`config.mk`:
```
export PLATFORM = sky130hd
export DESIGN_NAME = stepper_ramp_move_generator
export DESIGN_NICKNAME = d
export VERILOG_FILES = /design/src/rtl/srmg_pkg.sv /design/src/rtl/srmg_interval.sv /design/src/rtl/stepper_ramp_move_generator.sv
export SDC_FILE = /design/constraint.sdc
export NUM_CORES = 2
export LEC_CHECK = 0
export BUFFER_PORTS_ARGS = -buffer_cell sky130_fd_sc_hd__buf_2
export CAP_MARGIN = 25
export CORE_MARGIN = 1
export CORE_UTILIZATION = 35
export DETAILED_ROUTE_END_ITERATION = 8
export SETUP_SLACK_MARGIN = 0.02
export SLEW_MARGIN = 20
export SYNTH_ARGS = -nofsm -noshare
export SYNTH_HDL_FRONTEND = slang
export SYNTH_SLANG_ARGS = --single-unit
```
`constraint.sdc`:
```
create_clock -name clock -period 30.6 [get_ports clock]
set_input_delay 3.06 -clock clock [delete_from_list [all_inputs] [get_ports clock]]
set_output_delay 3.06 -clock clock [all_outputs]
set_load 0.05 [all_outputs]
```
`src/rtl/srmg_pkg.sv`:
```
// shared types and constants of the stepper ramp move generator
package srmg_pkg;

   // payload widths fixed by the transaction format
   localparam int MOVE_W     = 24;
   localparam int SLOPE_W    = 12;
   localparam int ICEPT_W    = 24;
   localparam int LIMIT_W    = 16;
   localparam int TIMEOUT_W  = 32;
   localparam int CSR_ADDR_W = 5;
   localparam int CSR_DATA_W = 32;

   // register index codes (byte address bits [4:2])
   localparam logic [2:0] REG_RAMP_SLOPE      = 3'd0;
   localparam logic [2:0] REG_RAMP_INTERCEPT  = 3'd1;
   localparam logic [2:0] REG_INTERVAL_MIN    = 3'd2;
   localparam logic [2:0] REG_INTERVAL_MAX    = 3'd3;
   localparam logic [2:0] REG_MOVE_TIMEOUT_US = 3'd4;

   // action codes
   localparam logic ACTION_START = 1'b0;
   localparam logic ACTION_TICK  = 1'b1;

   // register reset values
   localparam logic [SLOPE_W-1:0]   RAMP_SLOPE_RST      = 12'd400;
   localparam logic [ICEPT_W-1:0]   RAMP_INTERCEPT_RST  = 24'd1400000;
   localparam logic [LIMIT_W-1:0]   INTERVAL_MIN_RST    = 16'd600;
   localparam logic [LIMIT_W-1:0]   INTERVAL_MAX_RST    = 16'd1600;
   localparam logic [TIMEOUT_W-1:0] MOVE_TIMEOUT_US_RST = 32'd30000000;

   // floor(v / 50000) = (v * RECIP_50000) >> RECIP_SHIFT, exact for v < 2**24
   localparam int               RECIP_SHIFT = 40;
   localparam logic [24:0]      RECIP_50000 = 25'd21990233;
   localparam int               QUOT_W      = 9;
   localparam int               STEP50_W    = 15;

   // input transaction
   typedef struct packed {
      logic                     action;
      logic signed [MOVE_W-1:0] move_ticks;
   } req_type;

   // result transaction
   typedef struct packed {
      logic step_pulse;
      logic step_ccw;
      logic move_done;
      logic move_timed_out;
      logic busy_res;
   } rsp_type;

   // configuration register set
   typedef struct packed {
      logic [SLOPE_W-1:0]   ramp_slope;
      logic [ICEPT_W-1:0]   ramp_intercept;
      logic [LIMIT_W-1:0]   interval_min;
      logic [LIMIT_W-1:0]   interval_max;
      logic [TIMEOUT_W-1:0] move_timeout_us;
   } cfg_type;

endpackage

```
`src/rtl/srmg_interval.sv`:
```
// next step interval from the ramp product and the interval limits
module srmg_interval #(
   parameter int COUNT_WIDTH    = 24,
   parameter int INTERVAL_WIDTH = 16
) (
   input  logic [COUNT_WIDTH+srmg_pkg::SLOPE_W-1:0] ramp_prod,
   input  srmg_pkg::cfg_type                        cfg,
   output logic [INTERVAL_WIDTH-1:0]                interval
);

   localparam int PROD_W = COUNT_WIDTH + srmg_pkg::SLOPE_W;
   localparam int CMP_W  = (PROD_W > srmg_pkg::ICEPT_W) ? PROD_W : srmg_pkg::ICEPT_W;
   localparam int MUL_W  = srmg_pkg::ICEPT_W + 25;
   localparam logic [31:0] IVL_MAX = 32'((64'd1 << INTERVAL_WIDTH) - 64'd1);

   logic [CMP_W-1:0]                  icept_ext;
   logic [CMP_W-1:0]                  prod_ext;
   logic [CMP_W-1:0]                  diff;
   logic                              positive;
   logic [srmg_pkg::ICEPT_W-1:0]      v_pos;
   logic [MUL_W-1:0]                  recip_prod;
   logic [srmg_pkg::QUOT_W-1:0]       quot;
   logic [srmg_pkg::STEP50_W-1:0]     step50;
   logic [srmg_pkg::LIMIT_W-1:0]      lim_lo;
   logic [srmg_pkg::LIMIT_W-1:0]      lim_hi;
   logic [srmg_pkg::LIMIT_W-1:0]      lim_one;

   // intercept minus ramp product, negative results fold to zero
   assign icept_ext = CMP_W'(cfg.ramp_intercept);
   assign prod_ext  = CMP_W'(ramp_prod);
   assign positive  = prod_ext < icept_ext;
   assign diff      = icept_ext - prod_ext;
   assign v_pos     = positive ? diff[srmg_pkg::ICEPT_W-1:0] : '0;

   // divide by 1000 then floor to a multiple of 50, as one divide by 50000
   assign recip_prod = MUL_W'(v_pos) * MUL_W'(srmg_pkg::RECIP_50000);
   assign quot       = recip_prod[srmg_pkg::RECIP_SHIFT +: srmg_pkg::QUOT_W];
   assign step50     = {1'b0, quot, 5'b0} + {2'b0, quot, 4'b0} + {5'b0, quot, 1'b0};

   // raise to minimum, cut to maximum, never below one
   always_comb begin
      lim_lo  = (srmg_pkg::LIMIT_W'(step50) < cfg.interval_min)
              ? cfg.interval_min : srmg_pkg::LIMIT_W'(step50);
      lim_hi  = (lim_lo > cfg.interval_max) ? cfg.interval_max : lim_lo;
      lim_one = (lim_hi == '0) ? srmg_pkg::LIMIT_W'(1) : lim_hi;
      if (32'(lim_one) > IVL_MAX) begin
         interval = '1;
      end else begin
         interval = INTERVAL_WIDTH'(lim_one);
      end
   end

endmodule

```
`src/rtl/stepper_ramp_move_generator.sv`:
```
// top level of the stepper ramp move generator: handshake, registers, move state
// One transaction can be taken every clock cycle: a start loads a signed relative step count,
// a tick advances the move by one microsecond. Each transaction yields exactly one result,
// presented on the result port through the input register and then the result register.
// One more transaction is taken while a result waits on a stalled output, then the input
// stalls. The interval is computed in one pass: the ramp product slope*distance is kept in a
// running accumulator that moves by at most one slope per step, and the divide by 50000 is a
// single multiply by a reciprocal followed by the limit clamps. There are no memories and no
// clearing pass after reset. Configuration is to be written by the user through the APB-style
// port only while idle; the block itself does not enforce this.
module stepper_ramp_move_generator #(
   parameter int COUNT_WIDTH    = 24,
   parameter int INTERVAL_WIDTH = 16
) (
   input  logic                                clock,
   input  logic                                reset,
   input  logic                                req_valid,
   output logic                                req_stall,
   input  srmg_pkg::req_type                   req_data,
   output logic                                rsp_valid,
   input  logic                                rsp_stall,
   output srmg_pkg::rsp_type                   rsp_data,
   input  logic                                csr_psel,
   input  logic                                csr_penable,
   input  logic                                csr_pwrite,
   input  logic [srmg_pkg::CSR_ADDR_W-1:0]     csr_paddr,
   input  logic [srmg_pkg::CSR_DATA_W-1:0]     csr_pwdata,
   output logic [srmg_pkg::CSR_DATA_W-1:0]     csr_prdata,
   output logic                                csr_pready
);

   localparam int PROD_W = COUNT_WIDTH + srmg_pkg::SLOPE_W;
   localparam logic [32:0] CNT_MAX = 33'((64'd1 << COUNT_WIDTH) - 64'd1);

   srmg_pkg::cfg_type cfg_ff, cfg_in;

   logic              in_valid_ff, in_valid_in;
   srmg_pkg::req_type in_data_ff;
   logic              proc_fire;

   logic              rsp_valid_ff, rsp_valid_in;
   srmg_pkg::rsp_type rsp_data_ff, rsp_data_in;

   logic [COUNT_WIDTH-1:0]    steps_done_ff, steps_done_in;
   logic [COUNT_WIDTH-1:0]    steps_target_ff, steps_target_in;
   logic                      direction_ccw_ff, direction_ccw_in;
   logic [INTERVAL_WIDTH-1:0] interval_left_ff, interval_left_in;
   logic [31:0]               elapsed_us_ff, elapsed_us_in;
   logic                      moving_ff, moving_in;
   logic [PROD_W-1:0]         ramp_prod_ff, ramp_prod_in;

   logic [INTERVAL_WIDTH-1:0] next_ivl;
   logic [COUNT_WIDTH-1:0]    steps_left;
   logic [COUNT_WIDTH-1:0]    dist_cur;
   logic [COUNT_WIDTH-1:0]    done_p1;
   logic [COUNT_WIDTH-1:0]    left_m1;
   logic [COUNT_WIDTH-1:0]    dist_nxt;
   logic [31:0]               elapsed_inc;
   logic [srmg_pkg::MOVE_W-1:0] raw_ticks;
   logic                      raw_neg;
   logic [srmg_pkg::MOVE_W:0] mag;
   logic [32:0]               mag_ext;
   logic                      csr_write;

   // configuration writes
   assign csr_pready = 1'b1;
   assign csr_write  = csr_psel && csr_penable && csr_pwrite && csr_pready;

   always_comb begin
      cfg_in = cfg_ff;
      if (csr_write) begin
         unique case (csr_paddr[4:2])
            srmg_pkg::REG_RAMP_SLOPE:      cfg_in.ramp_slope      = csr_pwdata[11:0];
            srmg_pkg::REG_RAMP_INTERCEPT:  cfg_in.ramp_intercept  = csr_pwdata[23:0];
            srmg_pkg::REG_INTERVAL_MIN:    cfg_in.interval_min    = csr_pwdata[15:0];
            srmg_pkg::REG_INTERVAL_MAX:    cfg_in.interval_max    = csr_pwdata[15:0];
            srmg_pkg::REG_MOVE_TIMEOUT_US: cfg_in.move_timeout_us = csr_pwdata;
            default: cfg_in = cfg_ff;
         endcase
      end
   end

   // register readback
   always_comb begin
      unique case (csr_paddr[4:2])
         srmg_pkg::REG_RAMP_SLOPE:      csr_prdata = 32'(cfg_ff.ramp_slope);
         srmg_pkg::REG_RAMP_INTERCEPT:  csr_prdata = 32'(cfg_ff.ramp_intercept);
         srmg_pkg::REG_INTERVAL_MIN:    csr_prdata = 32'(cfg_ff.interval_min);
         srmg_pkg::REG_INTERVAL_MAX:    csr_prdata = 32'(cfg_ff.interval_max);
         srmg_pkg::REG_MOVE_TIMEOUT_US: csr_prdata = cfg_ff.move_timeout_us;
         default:                       csr_prdata = '0;
      endcase
   end

   always_ff @(posedge clock) begin
      if (reset) begin
         cfg_ff.ramp_slope      <= srmg_pkg::RAMP_SLOPE_RST;
         cfg_ff.ramp_intercept  <= srmg_pkg::RAMP_INTERCEPT_RST;
         cfg_ff.interval_min    <= srmg_pkg::INTERVAL_MIN_RST;
         cfg_ff.interval_max    <= srmg_pkg::INTERVAL_MAX_RST;
         cfg_ff.move_timeout_us <= srmg_pkg::MOVE_TIMEOUT_US_RST;
      end else begin
         cfg_ff <= cfg_in;
      end
   end

   // handshake: input register feeds the processing pass, result register holds output
   assign proc_fire   = in_valid_ff && (!rsp_valid_ff || !rsp_stall);
   assign req_stall   = in_valid_ff && !proc_fire;
   assign in_valid_in = (req_valid && !req_stall) || (in_valid_ff && !proc_fire);

   always_ff @(posedge clock) begin
      if (req_valid && !req_stall) begin
         in_data_ff <= req_data;
      end
   end

   // interval for the current distance
   srmg_interval #(
      .COUNT_WIDTH    (COUNT_WIDTH),
      .INTERVAL_WIDTH (INTERVAL_WIDTH)
   ) u_interval (
      .ramp_prod (ramp_prod_ff),
      .cfg       (cfg_ff),
      .interval  (next_ivl)
   );

   // distance to the nearer end of the move, now and after one more step
   assign steps_left  = steps_target_ff - steps_done_ff;
   assign dist_cur    = (steps_done_ff < steps_left) ? steps_done_ff : steps_left;
   assign done_p1     = steps_done_ff + COUNT_WIDTH'(1);
   assign left_m1     = steps_left - COUNT_WIDTH'(1);
   assign dist_nxt    = (done_p1 < left_m1) ? done_p1 : left_m1;
   assign elapsed_inc = (elapsed_us_ff == '1) ? elapsed_us_ff : elapsed_us_ff + 32'd1;

   // start transaction: magnitude with saturation to the count range
   assign raw_ticks = in_data_ff.move_ticks;
   assign raw_neg   = raw_ticks[srmg_pkg::MOVE_W-1];
   assign mag       = raw_neg ? ((srmg_pkg::MOVE_W+1)'(1) << srmg_pkg::MOVE_W)
                                - {1'b0, raw_ticks}
                              : {1'b0, raw_ticks};
   assign mag_ext   = 33'(mag);

   // move state update and result
   always_comb begin
      steps_done_in    = steps_done_ff;
      steps_target_in  = steps_target_ff;
      direction_ccw_in = direction_ccw_ff;
      interval_left_in = interval_left_ff;
      elapsed_us_in    = elapsed_us_ff;
      moving_in        = moving_ff;
      ramp_prod_in     = ramp_prod_ff;
      rsp_data_in      = '0;
      if (proc_fire) begin
         if (in_data_ff.action == srmg_pkg::ACTION_START) begin
            steps_done_in    = '0;
            steps_target_in  = (mag_ext > CNT_MAX) ? CNT_MAX[COUNT_WIDTH-1:0]
                                                   : mag_ext[COUNT_WIDTH-1:0];
            direction_ccw_in = !raw_neg && (raw_ticks != '0);
            interval_left_in = INTERVAL_WIDTH'(1);
            elapsed_us_in    = '0;
            moving_in        = 1'b1;
            ramp_prod_in     = '0;
         end else if (moving_ff) begin
            elapsed_us_in = elapsed_inc;
            if (interval_left_ff <= INTERVAL_WIDTH'(1)) begin
               if (steps_done_ff >= steps_target_ff) begin
                  rsp_data_in.move_done = 1'b1;
                  moving_in             = 1'b0;
                  interval_left_in      = '0;
               end else begin
                  rsp_data_in.step_pulse = 1'b1;
                  steps_done_in          = done_p1;
                  interval_left_in       = next_ivl;
                  if (dist_nxt > dist_cur) begin
                     ramp_prod_in = ramp_prod_ff + PROD_W'(cfg_ff.ramp_slope);
                  end else if (dist_nxt < dist_cur) begin
                     ramp_prod_in = ramp_prod_ff - PROD_W'(cfg_ff.ramp_slope);
                  end
               end
            end else begin
               interval_left_in = interval_left_ff - INTERVAL_WIDTH'(1);
            end
            // timeout after the event of this tick
            if (moving_in && (elapsed_inc >= cfg_ff.move_timeout_us)) begin
               rsp_data_in.move_timed_out = 1'b1;
               moving_in                  = 1'b0;
               interval_left_in           = '0;
            end
         end
         rsp_data_in.step_ccw = direction_ccw_in;
         rsp_data_in.busy_res = moving_in;
      end
   end

   assign rsp_valid_in = proc_fire || (rsp_valid_ff && rsp_stall);

   always_ff @(posedge clock) begin
      if (reset) begin
         in_valid_ff      <= 1'b0;
         rsp_valid_ff     <= 1'b0;
         steps_done_ff    <= '0;
         steps_target_ff  <= '0;
         direction_ccw_ff <= 1'b0;
         interval_left_ff <= '0;
         elapsed_us_ff    <= '0;
         moving_ff        <= 1'b0;
         ramp_prod_ff     <= '0;
      end else begin
         in_valid_ff      <= in_valid_in;
         rsp_valid_ff     <= rsp_valid_in;
         steps_done_ff    <= steps_done_in;
         steps_target_ff  <= steps_target_in;
         direction_ccw_ff <= direction_ccw_in;
         interval_left_ff <= interval_left_in;
         elapsed_us_ff    <= elapsed_us_in;
         moving_ff        <= moving_in;
         ramp_prod_ff     <= ramp_prod_in;
      end
   end

   always_ff @(posedge clock) begin
      if (proc_fire) begin
         rsp_data_ff <= rsp_data_in;
      end
   end

   assign rsp_valid = rsp_valid_ff;
   assign rsp_data  = rsp_data_ff;

`ifndef SYNTH
   // a processed start always leaves a move running
   a_start_moves: assert property (@(posedge clock) disable iff (reset)
      (proc_fire && (in_data_ff.action == srmg_pkg::ACTION_START)) |=> moving_ff)
      else $error("start transaction did not begin a move");

   // progress never passes the target
   a_done_le_target: assert property (@(posedge clock) disable iff (reset)
      steps_done_ff <= steps_target_ff)
      else $error("steps done exceeds target");

   // a running move always has a pending event
   a_interval_live: assert property (@(posedge clock) disable iff (reset)
      moving_ff |-> (interval_left_ff != '0))
      else $error("running move with no interval left");

   // a tick while idle keeps the block idle
   a_idle_tick: assert property (@(posedge clock) disable iff (reset)
      (proc_fire && (in_data_ff.action == srmg_pkg::ACTION_TICK) && !moving_ff)
      |=> !moving_ff)
      else $error("idle tick started a move");
`endif

endmodule

```
* Word-level counts from Yosys, hierarchy flattened
Index checks and enable logic that the tools add are counted.
** Storage, ports and cells
- Register bits after elaboration :: 266
- Bits in latches :: 0
- Bits in writable memories :: 0
- Bits in read-only memories :: 0
- Input bits :: 69
- Output and inout port bits :: 40
- Word-level logic and storage cells :: 122
- Memories kept :: 0
** Cells by class
- $add $sub $neg :: 11
- Multipliers :: 1
- Div/mod/pow operators :: 0
- Order comparisons :: 11
- Equal/unequal tests :: 9
- Shift operators :: 0
- Multiplexer cells :: 38
- Bitwise operators :: 1
- Reduce and logical (&&, ||, !) cells :: 30
** Operators by type and width (number)
- 2-to-1 mux 36 bit :: 6
- 2-to-1 mux 24 bit :: 8
- case mux 32 bit (5 select lines) :: 1
- 2-to-1 mux 16 bit :: 8
- 2-to-1 mux 32 bit :: 3
- less-than comparator 24 bit :: 3
- multiplier 24 x 25 -> 49 bit, second input constant :: 1
- subtractor 24 bit :: 2
- adder 36 x 12 -> 36 bit :: 1
- less-than comparator 36 x 24 -> 1 bit :: 1
- subtractor 36 x 12 -> 36 bit :: 1
- adder 32 x 1 -> 32 bit, second input constant :: 1
- == test 32 bit, second input constant :: 1
- >= comparator 32 bit :: 1
- greater-than comparator 25 x 24 -> 1 bit, second input constant :: 1
- 2-to-1 mux 25 bit :: 1
- subtractor 25 x 24 -> 25 bit, first input constant :: 1
- adder 24 x 1 -> 24 bit, second input constant :: 1
- >= comparator 24 bit :: 1
- greater-than comparator 24 bit :: 1
- nonzero test 24 bit :: 1
- subtractor 24 x 1 -> 24 bit, second input constant :: 1
- greater-than comparator 16 bit :: 1
- less-or-equal comparator 16 x 1 -> 1 bit, second input constant :: 1
- other kinds (21) :: 53

* Depth between registers and ports, before layout
- Depth after elaboration :: 16
- Gate-level depth with buffers :: 70
- Mapped depth without buffers :: 66

* Cells and area by module
From an unflattened synthesis, not the netlist that was laid out.
** Unflattened totals
- Cells, all modules :: 4025
- Area total of the unflattened synthesis :: 32929.1 µm²
** Modules (own cells, without submodules)
- stepper_ramp_move_generator :: instances 1, cells an instance 2440, area an instance 19054.5 µm², sequential area each 5625.4 µm²
- srmg_interval :: instances 1, cells an instance 1585, area an instance 13874.6 µm², sequential area each 0.0 µm²

* Worst setup path before layout
Ideal clock, no wire load.
- Path kind :: register to register
- Start point :: register cfg_ff[74] (netlist bit)
- End point :: register interval_left_ff[0]
- Library setup time :: 0.122 ns
- Arrival time :: 14.560 ns
- Required time :: 30.478 ns
- Slack :: 15.918 ns
- Stages on the path, launching flop included :: 64
- Path buffers :: 6
- Clock period less this slack :: 14.682 ns
- Path through :: dfxtp_1 > inv_1 > ha_1 > and2_1 > a221o_1 > a221oi_1 > o32ai_2 > nor2_1 > clkbuf_1 > clkbuf_1 > nand2_1 > inv_1 > fa_1 > inv_1 > fa_1 > inv_1 > fa_1 > fa_1 > [... 28 more ...] > a21o_1 > clkbuf_1 > clkbuf_1 > mux2_2 > ha_1 > nor2b_1 > o211ai_1 > a21boi_0 > a2111oi_0 > o31ai_1 > o221ai_1 > clkbuf_1 > clkbuf_1 > o21ai_0 > o21ai_0 > nand2_1 > a21oi_1 > o31ai_1
** On the way
- Word-level cells in the longest chain between the ends :: 16
- Elaborated cells between the ends (all ways) :: 17
- Those cells by class :: add/sub (3); mul (1); order compare (3); mux (9); reduce/logical (1)
** Ends and longest elaborated chain
- start, declared :: RTL line stepper_ramp_move_generator.sv:35 : srmg_pkg::cfg_type cfg_ff, cfg_in;
- start signal, assigned :: RTL line stepper_ramp_move_generator.sv:103 : cfg_ff <= cfg_in;
- less-than comparator 36 x 24 -> 1 bit / subtractor 24 bit (equally long branches) :: RTL line srmg_interval.sv:31, srmg_interval.sv:32
- 2-to-1 mux 24 bit * :: RTL line srmg_interval.sv:33 : assign v_pos = positive ? diff[srmg_pkg::ICEPT_W-1:0] : '0;
- multiplier 24 x 25 -> 49 bit * :: RTL line srmg_interval.sv:36 : assign recip_prod = MUL_W'(v_pos) * MUL_W'(srmg_pkg::RECIP_50000);
- adder 14 x 13 -> 15 bit :: RTL line srmg_interval.sv:38 : assign step50 = {1'b0, quot, 5'b0} + {2'b0, quot, 4'b0} + {5'b0, quot, 1'b0};
- adder 15 x 10 -> 15 bit * :: RTL line srmg_interval.sv:38
- less-than comparator 15 x 16 -> 1 bit :: RTL line srmg_interval.sv:42 : lim_lo = (srmg_pkg::LIMIT_W'(step50) < cfg.interval_min)
- 2-to-1 mux 16 bit * :: RTL line srmg_interval.sv:43 : ? cfg.interval_min : srmg_pkg::LIMIT_W'(step50);
- greater-than comparator 16 bit :: RTL line srmg_interval.sv:44 : lim_hi = (lim_lo > cfg.interval_max) ? cfg.interval_max : lim_lo;
- 2-to-1 mux 16 bit * :: RTL line srmg_interval.sv:44
- logical NOT 16 bit :: RTL line srmg_interval.sv:45 : lim_one = (lim_hi == '0) ? srmg_pkg::LIMIT_W'(1) : lim_hi;
- 2-to-1 mux 16 bit * :: RTL line srmg_interval.sv:45
- 2-to-1 mux 16 bit * :: RTL line stepper_ramp_move_generator.sv:167 : if (steps_done_ff >= steps_target_ff) begin
- 2-to-1 mux 16 bit * :: RTL line stepper_ramp_move_generator.sv:166 : if (interval_left_ff <= INTERVAL_WIDTH'(1)) begin
- 2-to-1 mux 16 bit * :: RTL line stepper_ramp_move_generator.sv:185 : if (moving_in && (elapsed_inc >= cfg_ff.move_timeout_us)) begin
- 2-to-1 mux 16 bit * :: RTL line stepper_ramp_move_generator.sv:164 : end else if (moving_ff) begin
- 2-to-1 mux 16 bit * :: RTL line stepper_ramp_move_generator.sv:155 : if (in_data_ff.action == srmg_pkg::ACTION_START) begin
- end signal, assigned :: RTL line stepper_ramp_move_generator.sv:215 : interval_left_ff <= interval_left_in;
- end, declared :: RTL line stepper_ramp_move_generator.sv:47 : logic [INTERVAL_WIDTH-1:0] interval_left_ff, interval_left_in;
Every way passes the cells marked *; elsewhere a longest branch is shown, timed or not. The select of a mux whose other input is x is not followed.
A chain may end at the register's enable or synchronous reset.

* Worst setup path in the final report
- Start point :: register cfg_ff[64] (netlist bit)
- End point :: register interval_left_ff[2]
The elaborated chain is that of the path after synthesis.

==> parameters.txt <==
Parameter                              Value

Finish
  Final cell utilization of the core ... between 30% and 40%
  Final nets ... about 4.7k
  Post-synthesis to final-layout area growth ... 8.55%
  Fraction of final layout cells sized beyond drive strength 1 ... between 6 and 7%

Clock tree
  Cell at the root of the clock tree ... sky130_fd_sc_hd__clkbuf_16
  Number of levels the H-tree was split into ... 1
  Buffer count from post-CTS setup fixing ... 0
  Clock tree buffer depth ... 3
  TritonCTS clock tree ... done
  Number of instances resized during post-cts repair ... 0
  Post-CTS clock slew at the launch and capture registers of the worst setup and hold paths ... 60 ps
  Later-pin clock latency in the skew report ... 590 ps
  TritonCTS buffer count ... 28
  Sinks on the clock net ... 266
  Cts hold-fix bufs ... 0

Routing
  Met2 wire length ... roughly 42000 µm
  DR vias ... approximately 27k
  Uppermost layer routed ... met4
  Met1 WL ... 41700 µm
  ANT nets after route ... 0
  DR pass1 iterations ... 5
  Number of DRC markers after the initial detailed-route iteration ... around 1.7k
  Detailed-route DRC error count ... 0
  Via count normalized by instance count ... 5.27
  Wire length on met3 ... about 4100 µm
  Post-detailed-route wirelength per cell ... 17.7 µm
  Wirelength, routed ... approximately 91000 µm

Synth
  Avg Cell Area, Syn ... about 8.3 µm²
  Share of flip-flops with an asynchronous set or reset ... 0%
  Number of synthesized flops with an enable pin ... 30
  Main flop type after synthesis ... sky130_fd_sc_hd__dfxtp_1
  Flops & latches, synth ... roughly 270
  Total standard cell area after synthesis ... around 32000 µm²
  Share of the yosys chip area belonging to registers ... approximately 17%
  Number of instances in the synthesized netlist ... a little under 4k
  Synth cell types ... between 80 and 90
  Number of warnings issued by yosys ... 0
  Synthesized net count ... about 4.7k

Timing
  Transition time at the pin with the least slew margin ... 1030 ps
  Tmin final ... 17470 ps
  Relative slew slack ... a little under a third
  Period utilisation layout ... 57.1%
  Final TNS setup ... 0 ps
  Final number of setup-violating endpoints ... 0
  RSZ-0062 raised after global routing ... false
  Clock skew after layout ... 17.4 ps
  Peak clock frequency supported by timing ... around 57 MHz
  Final hold violation count ... 0
  Pins over their slew limit ... 0

Critical path
  Cell type of the slowest stage on the worst timing path ... sky130_fd_sc_hd__o311ai_0
  Arrival time reported for the critical path endpoint ... around 18000 ps
  R2R Path Start ... cfg_ff[64]
  Path depth of the worst reg2reg path ... 61
  CP peak stage delay ... 800 ps
  Worst flop-to-flop path endpoint ... interval_left_ff[2]
  Data required, critical path ... approximately 31000 ps
  CP endpoint kind ... flip-flop
  Type of the worst setup path ... reg -> reg
  Reg-to-reg setup timing slack ... 13130 ps
  Critical path fanouts, max ... 22
  Worst setup SP type ... flip-flop

Global routing
  Global-route wire length before repair ... around 140000 µm
  Total global-route track usage ... 19.1%
  Number of antenna violations at the first check in global routing ... 0
  Total congestion overflow ... 0
  Maximum number of pins on one net before global-route repair ... 90
  Vias in the first global route ... roughly 26k

Run status
  Status ... completed

Min path
  Endpoint of the worst hold-timing path ... cfg_ff[30]
  Cells on Worst Hold Path ... 2
  Min-Delay Startpoint ... cfg_ff[30]
  Type of the most critical hold path ... reg -> reg

Floorplan
  Die Area ... just over 90000 µm²
  Die span in y ... 305 µm
  Effective utilization at floorplan ... between 30% and 40%
  I/O pin count ... roughly 110
  Placement Rows ... 110
  Width of the chip ... 305 µm
  Area inside the core boundary ... 90600 µm²

Placed design
  Routability-driven placement congestion ratio ... 0.933
  Final HPWL DP ... 74200 µm
  PortBufs ... between 100 and 150

Run
  Number of violations of the max-capacitance limit ... 0
## critical path: cells and delay by family (launching register included)
family                   cells  cell delay, ps
AO/OA/AOI/OAI               24            6280
adder cells (fa/ha/maj)     14            5700
AND/OR/NAND/NOR             12            2890
buffers and inverters        8            1220
multiplexers                 2             670
flip-flops                   1             380
XOR/XNOR                     1             190
## cells in the final DEF, fill, tap and decap left out, types with 18 or more instances in the layout
master and count:
sky130_fd_sc_hd__inv_1 552, sky130_fd_sc_hd__ha_1 517, sky130_fd_sc_hd__nand2_1 338, sky130_fd_sc_hd__a21oi_1 291, sky130_fd_sc_hd__nor2_1 267, sky130_fd_sc_hd__dfxtp_1 236, sky130_fd_sc_hd__fa_1 213, sky130_fd_sc_hd__xnor2_1 146
sky130_fd_sc_hd__o21ai_0 129, sky130_fd_sc_hd__buf_2 104, sky130_fd_sc_hd__a21o_1 102, sky130_fd_sc_hd__nand3_1 93, sky130_fd_sc_hd__xor2_1 78, sky130_fd_sc_hd__mux2i_1 64, sky130_fd_sc_hd__nor3_1 60, sky130_fd_sc_hd__a22oi_1 51
sky130_fd_sc_hd__nand4_1 42, sky130_fd_sc_hd__a211oi_1 39, sky130_fd_sc_hd__nor2b_1 37, sky130_fd_sc_hd__and2_1 32, sky130_fd_sc_hd__and3_1 31, sky130_fd_sc_hd__a211o_1 30, sky130_fd_sc_hd__edfxtp_1 30, sky130_fd_sc_hd__o21a_1 28
sky130_fd_sc_hd__nor4_1 28, sky130_fd_sc_hd__nand2b_1 28, sky130_fd_sc_hd__clkbuf_16 28, sky130_fd_sc_hd__buf_4 24, sky130_fd_sc_hd__or3_1 23, sky130_fd_sc_hd__mux2_2 23, sky130_fd_sc_hd__o21bai_1 19, sky130_fd_sc_hd__or2_2 18
sky130_fd_sc_hd__o22ai_1 18
## cell families after synthesis
family,after synthesis,synth area share [%]
XOR/XNOR,226,6.20
other,1,0.0117
AND/OR/NAND/NOR,1060,15.8
adder cells (fa/ha/maj),730,33.4
flip-flops,266,17.5
buffers and inverters,679,7.95
AO/OA/AOI/OAI,825,16.4
multiplexers,88,2.83
## Yosys cell counts, types with 30 or more instances
master | instances | area, µm²
sky130_fd_sc_hd__fa_1 | 213 | 4260
sky130_fd_sc_hd__o21ai_0 | 129 | 646
sky130_fd_sc_hd__nand3_1 | 93 | 465
sky130_fd_sc_hd__a21oi_1 | 291 | 1460
sky130_fd_sc_hd__xor2_1 | 78 | 683
sky130_fd_sc_hd__nor3_1 | 62 | 310
sky130_fd_sc_hd__a22oi_1 | 51 | 383
sky130_fd_sc_hd__and3_1 | 31 | 194
sky130_fd_sc_hd__nor4_1 | 30 | 188
sky130_fd_sc_hd__clkbuf_1 | 111 | 417
sky130_fd_sc_hd__nor2_1 | 268 | 1010
sky130_fd_sc_hd__mux2i_1 | 64 | 641
sky130_fd_sc_hd__a211o_1 | 30 | 263
sky130_fd_sc_hd__inv_1 | 552 | 2070
sky130_fd_sc_hd__and2_1 | 32 | 200
sky130_fd_sc_hd__dfxtp_1 | 236 | 4720
sky130_fd_sc_hd__a211oi_1 | 39 | 293
sky130_fd_sc_hd__xnor2_1 | 146 | 1280
sky130_fd_sc_hd__a21o_1 | 102 | 766
sky130_fd_sc_hd__nand4_1 | 42 | 263
sky130_fd_sc_hd__edfxtp_1 | 30 | 901
sky130_fd_sc_hd__nor2b_1 | 38 | 238
sky130_fd_sc_hd__ha_1 | 517 | 6470
sky130_fd_sc_hd__nand2_1 | 338 | 1270
## state kept, by name (all words and copies together) (netlist names), 5 cells and up
register and flops:
cfg_ff 100, interval_left_ff 16, raw_ticks 24, rsp_data 5, ramp_prod_ff 36, elapsed_us_ff 32, steps_done_ff 24, steps_target_ff 24
## metal layers
metal	global-route usage [%]	vias to the layer above
li1	-	13300
met1	26.1	12800
met2	32.4	650
met3	1.25	127
met4	5.66	0
met5	0	-
## area by class of cell
type	count	area, µm²
Timing Repair Buffer	132	764
Multi-Input combinational cell	2930	24100
Sequential cell	266	5630
Clock buffer	37	785
Clock inverter	14	123
Tap cell	1176	1470
Fill cell	9483	55700
Antenna cell	1	2.50
Inverter	553	2080
## metrics by stage
step / instance area (µm²) / hold WS [ps] / instances / setup WS, ps
after detailed placement: 33900 / 465 / 5054 / 13370
after global routing: 34900 / 493 / 5108 / 12260
after CTS: 34900 / 475 / 5105 / 13310
after floorplan: 32200 / 445 / 3875 / 15920
final: 34900 / 477 / 5109 / 13130
after global placement: 33900 / 460 / 5052 / 13390
## worst max-delay path by stage
stage / startpoint / slack (ps) / end / depth (start not counted)
3_5_place_dp: cfg_ff[64] / 13370 / interval_left_ff[2] / 61
3_3_place_gp: cfg_ff[64] / 13390 / interval_left_ff[2] / 61
4_1_cts: cfg_ff[64] / 13310 / interval_left_ff[2] / 61
5_1_grt: cfg_ff[64] / 12260 / interval_left_ff[2] / 61
2_1_floorplan: cfg_ff[74] / 15920 / interval_left_ff[0] / 63
6_report: cfg_ff[64] / 13130 / interval_left_ff[2] / 61
Power is left out: the tool's default activity adds up to more than one toggle a clock period on the data nets, which glitch-free logic cannot reach.
